**src/hw/rtl/fba_pkg.sv**
```systemverilog
`default_nettype none
// ----------------------------------------------------------------------------
// fba_pkg
// Shared types, constants and helpers of the FAT block allocator.
// ----------------------------------------------------------------------------
package fba_pkg;

	localparam int MAP_DEPTH = 4096;
	localparam int DATA_W    = 16;
	localparam int COUNT_W   = 13;
	localparam int CFG_IDX_W = 3;
	localparam int ADDR_W    = (MAP_DEPTH > 1) ? $clog2(MAP_DEPTH) : 1;
	localparam int STEP_W    = $clog2(MAP_DEPTH + 1);
	localparam int CNT_W     = (STEP_W > COUNT_W) ? STEP_W : COUNT_W;
	localparam int COUNT_MAX = (1 << COUNT_W) - 1;

	localparam logic [DATA_W:0]   DEPTH_LIM = (DATA_W + 1)'(MAP_DEPTH);
	localparam logic [ADDR_W-1:0] LAST_ADDR = ADDR_W'(MAP_DEPTH - 1);

	typedef enum logic [1:0] {
		K_ALLOC = 2'd0,
		K_FREE  = 2'd1,
		K_READ  = 2'd2,
		K_WRITE = 2'd3
	} kind_t;

	typedef enum logic [1:0] {
		ST_OK    = 2'd0,
		ST_FULL  = 2'd1,
		ST_RANGE = 2'd2,
		ST_LONG  = 2'd3
	} st_code_t;

	typedef enum logic [CFG_IDX_W-1:0] {
		R_FIRST = 3'd0,
		R_LAST  = 3'd1,
		R_COUNT = 3'd2,
		R_FLOOR = 3'd3,
		R_FREEM = 3'd4,
		R_LASTM = 3'd5,
		R_RESVM = 3'd6
	} cfg_reg_t;

	typedef enum logic [2:0] {
		AS_RIGHT,
		AS_LEFT,
		AS_CUR,
		AS_IDX,
		AS_CLR
	} addr_sel_t;

	typedef enum logic [1:0] {
		WD_LAST,
		WD_FREE,
		WD_VAL,
		WD_ZERO
	} wd_sel_t;

	typedef enum logic [1:0] {
		BS_ZERO,
		BS_RIGHT,
		BS_LEFT,
		BS_RDATA
	} blk_sel_t;

	typedef enum logic [3:0] {
		S_CLEAR,
		S_IDLE,
		S_A_HEAD,
		S_A_R,
		S_A_RCMP,
		S_A_L,
		S_A_LCMP,
		S_F_HEAD,
		S_F_RD,
		S_RD_CHK,
		S_RD_WAIT,
		S_WR_CHK,
		S_EMIT
	} state_t;

	typedef struct packed {
		logic      in_ready;
		logic      rd_en;
		addr_sel_t rd_sel;
		logic      wr_en;
		addr_sel_t wr_sel;
		wd_sel_t   wd_sel;
		logic      right_inc;
		logic      left_dec;
		logic      cur_step;
		logic      res_ld;
		blk_sel_t  res_blk;
		st_code_t  res_st;
		logic      out_load;
		logic      clr_inc;
	} cmd_t;

	typedef struct packed {
		logic  in_valid;
		kind_t in_kind;
		logic  right_ok;
		logic  left_ok;
		logic  right_in;
		logic  left_in;
		logic  rdata_free;
		logic  cur_mark;
		logic  cur_in;
		logic  step_lim;
		logic  idx_in;
		logic  clr_last;
		logic  out_free;
	} dp_stat_t;

	function automatic logic in_tbl(input logic [DATA_W-1:0] a);
		return {1'b0, a} < DEPTH_LIM;
	endfunction

	function automatic logic [ADDR_W-1:0] to_addr(input logic [DATA_W-1:0] a);
		return a[ADDR_W-1:0];
	endfunction

endpackage
`default_nettype wire

```
**src/hw/rtl/fba_ctrl.sv**
```systemverilog
`default_nettype none
// ----------------------------------------------------------------------------
// fba_ctrl
// Controller: sequences the table clear, the allocation search, the chain
// walk and the entry accesses.
// ----------------------------------------------------------------------------
module fba_ctrl (
	input  wire               clk,
	input  wire               arst_n,
	input  fba_pkg::dp_stat_t stat,
	output fba_pkg::cmd_t     cmd
);
	import fba_pkg::*;

	state_t state_q, state_d;

	always_ff @(posedge clk or negedge arst_n) begin
		if (!arst_n) begin
			state_q <= S_CLEAR;
		end else begin
			state_q <= state_d;
		end
	end

	always_comb begin
		state_d = state_q;
		cmd     = '0;
		unique case (state_q)
			S_CLEAR: begin
				cmd.wr_en   = 1'b1;
				cmd.wr_sel  = AS_CLR;
				cmd.wd_sel  = WD_ZERO;
				cmd.clr_inc = 1'b1;
				if (stat.clr_last) begin
					state_d = S_IDLE;
				end
			end
			S_IDLE: begin
				cmd.in_ready = 1'b1;
				if (stat.in_valid) begin
					unique case (stat.in_kind)
						K_ALLOC: state_d = S_A_HEAD;
						K_FREE:  state_d = S_F_HEAD;
						K_READ:  state_d = S_RD_CHK;
						K_WRITE: state_d = S_WR_CHK;
						default: state_d = S_IDLE;
					endcase
				end
			end
			S_A_HEAD: begin
				if (!stat.left_ok && !stat.right_ok) begin
					cmd.res_ld  = 1'b1;
					cmd.res_blk = BS_ZERO;
					cmd.res_st  = ST_FULL;
					state_d     = S_EMIT;
				end else begin
					state_d = S_A_R;
				end
			end
			S_A_R: begin
				if (stat.right_ok && stat.right_in) begin
					cmd.rd_en  = 1'b1;
					cmd.rd_sel = AS_RIGHT;
					state_d    = S_A_RCMP;
				end else begin
					// candidate past the table counts as taken
					cmd.right_inc = stat.right_ok;
					state_d       = S_A_L;
				end
			end
			S_A_RCMP: begin
				if (stat.rdata_free) begin
					cmd.wr_en   = 1'b1;
					cmd.wr_sel  = AS_RIGHT;
					cmd.wd_sel  = WD_LAST;
					cmd.res_ld  = 1'b1;
					cmd.res_blk = BS_RIGHT;
					cmd.res_st  = ST_OK;
					state_d     = S_EMIT;
				end else begin
					cmd.right_inc = 1'b1;
					state_d       = S_A_L;
				end
			end
			S_A_L: begin
				if (stat.left_ok && stat.left_in) begin
					cmd.rd_en  = 1'b1;
					cmd.rd_sel = AS_LEFT;
					state_d    = S_A_LCMP;
				end else begin
					cmd.left_dec = stat.left_ok;
					state_d      = S_A_HEAD;
				end
			end
			S_A_LCMP: begin
				if (stat.rdata_free) begin
					cmd.wr_en   = 1'b1;
					cmd.wr_sel  = AS_LEFT;
					cmd.wd_sel  = WD_LAST;
					cmd.res_ld  = 1'b1;
					cmd.res_blk = BS_LEFT;
					cmd.res_st  = ST_OK;
					state_d     = S_EMIT;
				end else begin
					cmd.left_dec = 1'b1;
					state_d      = S_A_HEAD;
				end
			end
			S_F_HEAD: begin
				cmd.res_blk = BS_ZERO;
				if (stat.cur_mark) begin
					cmd.res_ld = 1'b1;
					cmd.res_st = ST_OK;
					state_d    = S_EMIT;
				end else if (stat.step_lim) begin
					cmd.res_ld = 1'b1;
					cmd.res_st = ST_LONG;
					state_d    = S_EMIT;
				end else if (!stat.cur_in) begin
					cmd.res_ld = 1'b1;
					cmd.res_st = ST_RANGE;
					state_d    = S_EMIT;
				end else begin
					cmd.rd_en  = 1'b1;
					cmd.rd_sel = AS_CUR;
					state_d    = S_F_RD;
				end
			end
			S_F_RD: begin
				cmd.wr_en    = 1'b1;
				cmd.wr_sel   = AS_CUR;
				cmd.wd_sel   = WD_FREE;
				cmd.cur_step = 1'b1;
				state_d      = S_F_HEAD;
			end
			S_RD_CHK: begin
				if (stat.idx_in) begin
					cmd.rd_en  = 1'b1;
					cmd.rd_sel = AS_IDX;
					state_d    = S_RD_WAIT;
				end else begin
					cmd.res_ld  = 1'b1;
					cmd.res_blk = BS_ZERO;
					cmd.res_st  = ST_RANGE;
					state_d     = S_EMIT;
				end
			end
			S_RD_WAIT: begin
				cmd.res_ld  = 1'b1;
				cmd.res_blk = BS_RDATA;
				cmd.res_st  = ST_OK;
				state_d     = S_EMIT;
			end
			S_WR_CHK: begin
				cmd.wr_en   = stat.idx_in;
				cmd.wr_sel  = AS_IDX;
				cmd.wd_sel  = WD_VAL;
				cmd.res_ld  = 1'b1;
				cmd.res_blk = BS_ZERO;
				cmd.res_st  = stat.idx_in ? ST_OK : ST_RANGE;
				state_d     = S_EMIT;
			end
			S_EMIT: begin
				if (stat.out_free) begin
					cmd.out_load = 1'b1;
					state_d      = S_IDLE;
				end
			end
			default: begin
				state_d = S_IDLE;
			end
		endcase
	end

`ifndef NO_ASSERTIONS
	a_one_item: assert property (@(posedge clk) disable iff (!arst_n)
		(stat.in_valid && cmd.in_ready) |=> !cmd.in_ready)
		else $error("second word accepted while an item is in flight");

	a_load_free: assert property (@(posedge clk) disable iff (!arst_n)
		cmd.out_load |-> stat.out_free)
		else $error("output register overwritten while still held");

	a_cmp_after_rd: assert property (@(posedge clk) disable iff (!arst_n)
		(state_q == S_A_RCMP || state_q == S_A_LCMP) |-> $past(cmd.rd_en))
		else $error("candidate compared without a table read");

	a_no_rw_clash: assert property (@(posedge clk) disable iff (!arst_n)
		!(cmd.rd_en && cmd.wr_en))
		else $error("table read and write issued together");
`endif

endmodule
`default_nettype wire

```
**config.mk**
```make
export PLATFORM = sky130hd
export DESIGN_NAME = fba_ctrl
export DESIGN_NICKNAME = d
export VERILOG_FILES = /design/src/hw/rtl/fba_pkg.sv /design/src/hw/rtl/fba_ctrl.sv
export SDC_FILE = /design/constraint.sdc
export NUM_CORES = 1
export LEC_CHECK = 0
export BUFFER_PORTS_ARGS = -buffer_cell sky130_fd_sc_hd__buf_2
export CAP_MARGIN = 20
export CORE_MARGIN = 2
export CORE_UTILIZATION = 47
export DETAILED_ROUTE_END_ITERATION = 7
export PLACE_DENSITY = 0.8
export SLEW_MARGIN = 20
export SYNTH_ARGS = -nofsm -noshare
export SYNTH_HDL_FRONTEND = slang
export SYNTH_SLANG_ARGS = --single-unit
```
**constraint.sdc**
```tcl
create_clock -name clk -period 1.85 [get_ports clk]
set_input_delay 0.2775 -clock clk [delete_from_list [all_inputs] [get_ports clk]]
set_output_delay 0.2775 -clock clk [all_outputs]
set_load 0.02 [all_outputs]
```
## After elaboration in Yosys (flattened, before gate mapping)

Index checks and enable logic that the tools add are counted.

| storage, ports and cells | value |
|---|---|
| register bits | 4 |
| bits of input ports | 16 |
| output and inout port bits | 21 |
| logic and storage cells | 74 |

| cells by class | value |
|---|---|
| eq/ne operators | 18 |
| muxes and demuxes | 46 |
| reductions and logical operators | 9 |

Operators by type and width:

| cell | number |
|---|---|
| 4-bit 2-to-1 mux | 12 |
| 4-bit case mux with 12 select lines | 1 |
| 5-bit case mux with 7 select lines | 1 |
| 4-bit case mux with 4 select lines | 2 |
| 6-bit case mux with 5 select lines | 1 |
| 4-bit == test (second input constant) | 5 |
| 5-bit 2-to-1 mux | 4 |
| 4-bit by 3-bit == test with 1-bit output (second input constant) | 4 |
| 3-bit 2-to-1 mux | 5 |
| 1-bit 2-to-1 mux | 12 |
| 6-bit 2-to-1 mux | 2 |
| 4-bit by 2-bit == test with 1-bit output (second input constant) | 2 |
| 2-bit 2-to-1 mux | 4 |
| 2-bit != test (second input constant) | 3 |
| 2-bit == test (second input constant) | 2 |
| 4-bit by 1-bit == test with 1-bit output (second input constant) | 1 |
| 4-bit zero test | 1 |
| 1-bit case mux with 2 select lines | 2 |
| 1-bit logical AND | 3 |
| 3-bit AND reduction | 1 |
| 2-bit by 1-bit == test with 1-bit output (second input constant) | 1 |
| 1-bit zero test | 2 |
| 2-bit zero test | 1 |
| 2-bit OR reduction | 1 |

## Longest topological paths before layout

Gate-level depths: netlist (run 1).

| logic depth | value |
|---|---|
| depth in word-level cells | 4 |
| mapped depth | 6 |

## Worst setup path after synthesis (run 1)

OpenSTA, ideal clock, no wires.

| path | value |
|---|---|
| kind | register -> output |
| start point | register state_q[1] |
| end point | output port cmd[15] (netlist bit) |
| data arrival time | 1430 ps |
| required time | 1572 ps |
| slack | 142 ps |
| cell stages (with the launch flop) | 6 |
| path buffers | 2 |
| path through | dfrtp_1 > buf_6 > or2_1 > buf_6 > o21a_1 > o21ai_0 |

RTL lines:

| item | line | RTL |
|---|---|---|
| from (decl) | fba_ctrl.sv:15 | `state_t state_q, state_d;` |
| from (signal assigned) | fba_ctrl.sv:21 | `state_q <= state_d;` |
| to (decl) | fba_ctrl.sv:11 | `output fba_pkg::cmd_t cmd` |

==> impl_metrics.env, run 1 <==
export IMPL_status="finished with violations"
export IMPL_violations="setup timing"
export IMPL_vias=1145
export IMPL_clock_sinks=4
export IMPL_seq_area_frac_synth=0.120
export IMPL_drt_pass1_iter_count=4
export IMPL_die_area_mm2=0.00213
export IMPL_setup_ws_ns=-0.0946
export IMPL_port_buffers=35
export IMPL_dp_hpwl_um=2020
export IMPL_regMostFlops="state_q"
export IMPL_p_total_mw=2.19
export IMPL_max_stage_delay_ns=0.46
export IMPL_cp_cell_sequence="buf_6, and2b_2, nand4b_1, nand4_1, buf_4"
export IMPL_finalCriticalPeriod_ns=1.94
export IMPL_finalNonFillerCells=187
export IMPL_yosysWarnings=0
export IMPL_root_buffer="clkbuf_4"
export IMPL_critical_path_top_delay_family="simple AND/OR/NAND/NOR gates"
export IMPL_multi_input_area_um2=694
export IMPL_wl_um=3360
export IMPL_dpl_cell_count=170
export IMPL_grt_pass1_vias=862
export IMPL_synth_cell_types=46
export IMPL_drtIter0Drc=69
export IMPL_largestRegisters="state_q (4)"
export IMPL_clock_latency_ns=0.26
export IMPL_avgViaCountPerCell=6.12
export IMPL_yosys_area_top_type="dfrtp_1"
export IMPL_required_ns=1.57
export IMPL_dieHeight_um=46.1
export IMPL_fin_tns_setup_ns=-0.217
export IMPL_syn_nets=134
export IMPL_pwr_density_cell_mw_per_mm2=1710
export IMPL_setup_viol=5
export IMPL_start_util=0.493
export IMPL_netlist_instances=118
export IMPL_drive_gt1_frac=0.518
export IMPL_clk_path_buf_depth=2
export IMPL_drc_errors=0
export IMPL_cts_tree="yes"
export IMPL_clk_pin_slew_ns=0.04
export IMPL_synth_ff_type="dfrtp_1"
export IMPL_hold_viol=0
export IMPL_period_share=1.05
export IMPL_p_leak_nw=0.618
export IMPL_synth_top_area_share=0.120
export IMPL_grt_max_degree=11
export IMPL_vdd_drop_max_v=0.000975
export IMPL_finClkSkew_ns=0.00391
export IMPL_syn_area_per_cell_um2=7.06
export IMPL_netlist_area_um2=833
export IMPL_slew_violations=0
export IMPL_synthTopCellsByArea="dfrtp_1, a21oi_1, nand2b_1"
export IMPL_fill_cells=117
export IMPL_critPathCaptureType="output port"
export IMPL_crit_slowest_cell="dfrtp_2"
export IMPL_crit_path_max_fanout=8
export IMPL_num_antenna_cells=0
export IMPL_ios=37
export IMPL_cts_buffers=3
export IMPL_core_area_mm2=0.00169
export IMPL_syn2layout_area_growth_pct=53.6
export IMPL_rows=15
export IMPL_yosys_top_cells_count="nand2_1, a21oi_1, nor2_1"
export IMPL_clock_fmax_mhz=514
export IMPL_worst_path_buf_inv=2
export IMPL_wl_per_cell_um=18.0
export IMPL_die_w_um=46.1
export IMPL_largest_reg_flops=4
export IMPL_async_flop_share=1.00
export IMPL_timing_max_cap_violations=0
export IMPL_h_tree_depth=1
export IMPL_ys_ff_latch=4
export IMPL_rsz0062_at_grt="yes"
export IMPL_grtUsageTotal=0.280
export IMPL_grt_antenna_before_repair=0
export IMPL_regArea_um2=104
export IMPL_cp_start_kind="flip-flop"
export IMPL_finish_net_count=188
export IMPL_hold_path_class="input port to flip-flop"
export IMPL_synth_edf_count=0
export IMPL_critPathKind="flip-flop to output port"
export IMPL_ant_nets=0
export IMPL_grt_pass1_wl_um=4210
export IMPL_arrival_ns=1.67
export IMPL_gp_congestion=0.885
export IMPL_yosysMostFrequentCell="nand2_1"
export IMPL_grt_ovfl_total=0
[through the flow]
step	area (µm²)	hold WS (ns)	setup slack (ns)	utilization
final	1280	0.356	-0.0946	0.758
after global routing	1280	0.368	-0.130	0.758
after CTS	1100	0.363	-0.0167	0.649
after detailed placement	1030	0.0896	0.127	0.609
after global placement	1030	0.0846	0.208	0.609
after floorplan	833	-0.0181	0.142	-
[power breakdown]
| group | switching (mW) | internal (mW) | total [mW] |
|---|---|---|---|
| sequential | 0.0669 | 0.136 | 0.203 |
| combinational | 1.02 | 0.848 | 1.87 |
| clock | 0.0469 | 0.0733 | 0.120 |
| total | 1.14 | 1.06 | 2.19 |
[cell usage in the layout, fill, tap and decap left out, drive strengths merged, types with 2 or more instances in the layout]
cell type,Yosys,routed
dfrtp,4,4
nand2b,8,8
nor2b,5,5
nand4,2,2
and2b,2,2
or2b,2,2
nand3b,2,2
o31ai,2,2
nor4,2,2
nand3,3,3
nand2,12,12
a21oi,10,10
nor3,6,6
a2111oi,2,2
inv,6,6
clkbuf,1,3
nor2,10,10
a211oi,3,3
or2,4,4
a31oi,2,2
buf,10,59
o21ai,4,4
nand4b,2,2
[area by class of cell]
type | instances | area share
multi-input cells | 97 | 0.543
repair buffers | 60 | 0.325
flip-flops and latches | 4 | 0.0811
clock buffers | 3 | 0.0176
inverters | 6 | 0.0176
well taps | 17 | 0.0166
[worst min-delay path, delay by kind of cell]
family | cells | cell delay, ns
AND/OR/NAND/NOR | 2 | 0.18
buffers and inverters | 1 | 0.11
[final timing paths]
| path | start | to | slack, ns | cells after the start |
|---|---|---|---|---|
| worst max-delay path | state_q[0] | cmd[19] | -0.09 | 5 |
| worst min-delay path | stat[0] | state_q[3] | 0.36 | 3 |
| worst max register to register | state_q[0] | state_q[2] | 0.17 | 6 |
| worst min register to register | state_q[0] | state_q[0] | 0.86 | 3 |
| max in group asynchronous | arst_n | state_q[0] | 1.33 | 2 |
| min in group asynchronous | arst_n | state_q[1] | 0.38 | 2 |
[cells by family (layout without fill, tap and decap cells)]
kind of cell,after synthesis,after routing,synth area share
and+or+nand+nor,62,62,0.438
AOI/OAI and AO/OA,34,34,0.309
buffers and inverters,17,69,0.128
DFF,4,4,0.120
other,1,1,0.00450
[repair_timing]
action / 4_1_cts / 5_1_grt
endpoints found under the hold margin: 4 / 0
endpoints found under the setup margin: 9 / 10
buffers inserted: 2 / 11
hold buffers: 1 / 0
pin swaps: 2 / 10
gates resized for setup: 8 / 32
[per-layer routing]
metal | GRT usage | routed length, µm
met5 | 0 | 0
met4 | 0.114 | 119
met3 | 0.0431 | 303
met2 | 0.456 | 1570
met1 | 0.366 | 1370
Power figures use the tool's default switching activity.
==> run 2, diff against run 1 <==
--- a/config.mk
+++ b/config.mk
@@ -10,6 +10,7 @@
 export CORE_MARGIN = 2
 export CORE_UTILIZATION = 47
 export DETAILED_ROUTE_END_ITERATION = 7
+export MAX_ROUTING_LAYER = met4
 export PLACE_DENSITY = 0.8
 export SLEW_MARGIN = 20
 export SYNTH_ARGS = -nofsm -noshare
==> run 2 against run 1 <==
The flow still finishes with violations (setup timing). Combinational power is 14% lower. Clock power is 7% lower. Final cell count is 5.3% lower. Setup slack better by 0.090 ns. Sequential share of layout area is 0.68 points higher. Worst hold slack better by 0.011 ns. Count of clock-buffer cells in the layout stayed put. Power is 12% lower. Largest cell class unchanged.
==> impl_metrics.env, run 2 (same netlist as run 1, synthesis figures left out) <==
export IMPL_status="finished with violations"
export IMPL_violations="setup timing"
export IMPL_p_total_mw=1.92
export IMPL_ios=37
export IMPL_crit_slowest_cell="dfrtp_1"
export IMPL_r2r_start="state_q[1]"
export IMPL_dieHeight_um=46.1
export IMPL_clk_pin_slew_ns=0.04
export IMPL_multi_input_area_um2=684
export IMPL_gp_congestion=0.884
export IMPL_use_met3=0.0588
export IMPL_timing_rr_end="state_q[1]"
export IMPL_pwr_density_cell_mw_per_mm2=1650
export IMPL_pre_cts_slack_ns=0.143
export IMPL_core_area_mm2=0.00169
export IMPL_drtIter0Drc=43
export IMPL_setup_viol=1
export IMPL_die_area_mm2=0.00213
export IMPL_drt_pass1_iter_count=6
export IMPL_syn2layout_area_growth_pct=40.1
export IMPL_finish_net_count=178
export IMPL_cp_start_kind="flip-flop"
export IMPL_startpoint="state_q[2]"
export IMPL_clock_sinks=4
export IMPL_grtUsageTotal=0.263
export IMPL_mostFrequentLayoutCells="buf_2, buf_4, nand2_1"
export IMPL_wl_um=2810
export IMPL_finalCriticalPeriod_ns=1.85
export IMPL_required_ns=1.57
export IMPL_grt_antenna_before_repair=0
export IMPL_cts_buffers=3
export IMPL_finClkSkew_ns=0.000804
export IMPL_wl_per_cell_um=15.9
export IMPL_timing_max_cap_violations=0
export IMPL_port_buffers=35
export IMPL_largestRegisters="state_q (4)"
export IMPL_busiest_layer="met2"
export IMPL_grt_use_met2=0.411
export IMPL_vdd_drop_max_v=0.000829
export IMPL_grt_pass1_vias=897
export IMPL_rsz0062_at_grt="yes"
export IMPL_reg2reg_depth=6
export IMPL_die_w_um=46.1
export IMPL_dp_hpwl_um=1940
export IMPL_critPathCaptureType="output port"
export IMPL_regArea_um2=103
export IMPL_critPathKind="flip-flop to output port"
export IMPL_grt_ovfl_total=0
export IMPL_regMostFlops="state_q"
export IMPL_h_tree_depth=1
export IMPL_p_leak_nw=0.562
export IMPL_hold_viol=0
export IMPL_setup_ws_ns=-0.00476
export IMPL_cp_endpoint="cmd[6]"
export IMPL_ff2ff_setup_slack_ns=0.22
export IMPL_grt_max_degree=12
export IMPL_crit_path_max_fanout=10
export IMPL_drc_errors=0
export IMPL_root_buffer="clkbuf_4"
export IMPL_clock_fmax_mhz=539
export IMPL_clk_path_buf_depth=2
export IMPL_num_antenna_cells=0
export IMPL_largest_reg_flops=4
export IMPL_vias=1111
export IMPL_cp_cell_sequence="buf_4, nand2b_2, a21oi_2, nor3_2, nand2_1, buf_6"
export IMPL_clock_latency_ns=0.24
export IMPL_max_stage_delay_ns=0.44
export IMPL_arrival_ns=1.58
export IMPL_rows=15
export IMPL_start_util=0.493
export IMPL_grt_met1_usage=0.330
export IMPL_layout_commonest_cell="buf_2"
export IMPL_period_share=1.00
export IMPL_fill_cells=147
export IMPL_avgViaCountPerCell=6.28
export IMPL_cts_tree="yes"
export IMPL_grt_pass1_wl_um=3910
export IMPL_drive_gt1_frac=0.475
export IMPL_slew_violations=0
export IMPL_ant_nets=0
export IMPL_hold_path_class="input port to async pin"
## run 2: changes by cell type in the layout (fill, tap and decap cells not counted), moves of 2 or more
cell,change
buf_6,-5
nand2_1,+2
buf_4,-8
a21oi_2,+2
buf_2,+3
## run 2: worst min path at each step
stage               cells after the start         end  slack (ns)
floorplan                               0  state_q[0]       -0.02
global placement                        1  state_q[2]        0.08
detailed placement                      1  state_q[2]        0.08
CTS                                     2  state_q[2]        0.37
global route                            2  state_q[1]        0.38
finish                                  2  state_q[2]        0.37
## run 2: worst max-delay path: cells and delay by family (launching register included)
kind | cells | cell delay, ns
simple gates | 3 | 0.39
buf+inv | 2 | 0.33
compound gates | 1 | 0.18
flops | 1 | 0.44
## run 2: layer usage
| layer | routed length (µm) | share of wire | vias up |
|---|---|---|---|
| met5 | 0 | 0 | - |
| met4 | 153 | 0.055 | 0 |
| met3 | 307 | 0.11 | 22 |
| met2 | 1310 | 0.47 | 88 |
| met1 | 1030 | 0.37 | 499 |
| li1 | - | - | 502 |
## run 2: final cells by class
type / instances / share of cell area
multi-input cells: 97 / 0.586
well taps: 17 / 0.0182
clock buffers: 3 / 0.0193
repair buffers: 50 / 0.269
flip-flops and latches: 4 / 0.0879
inverters: 6 / 0.0193
## run 2: what timing repair did
item,in CTS,in global routing
buffers inserted,1,2
cloned,0,0
setup endpoints to repair,7,10
pin swaps,0,4
endpoints found under the hold margin,4,0
gates resized for setup,4,24
hold buffers,1,0
## run 2: stage by stage
stage | utilization | hold slack, ns | TNS (ns) | area [µm²] | std cells
finish | 0.691 | 0.367 | -0.00476 | 1170 | 177
global route | 0.691 | 0.378 | -0.215 | 1170 | 177
CTS | 0.639 | 0.369 | 0 | 1080 | 175
detailed placement | 0.609 | 0.0840 | 0 | 1030 | 170
global placement | 0.609 | 0.0841 | 0 | 1030 | 170
floorplan | - | -0.0181 | 0 | 833 | 118
## run 2: report_power, final
group / internal (mW) / switching (mW) / total, mW
registers: 0.134 / 0.0674 / 0.202
clock network: 0.0728 / 0.0392 / 0.112
logic: 0.686 / 0.924 / 1.61
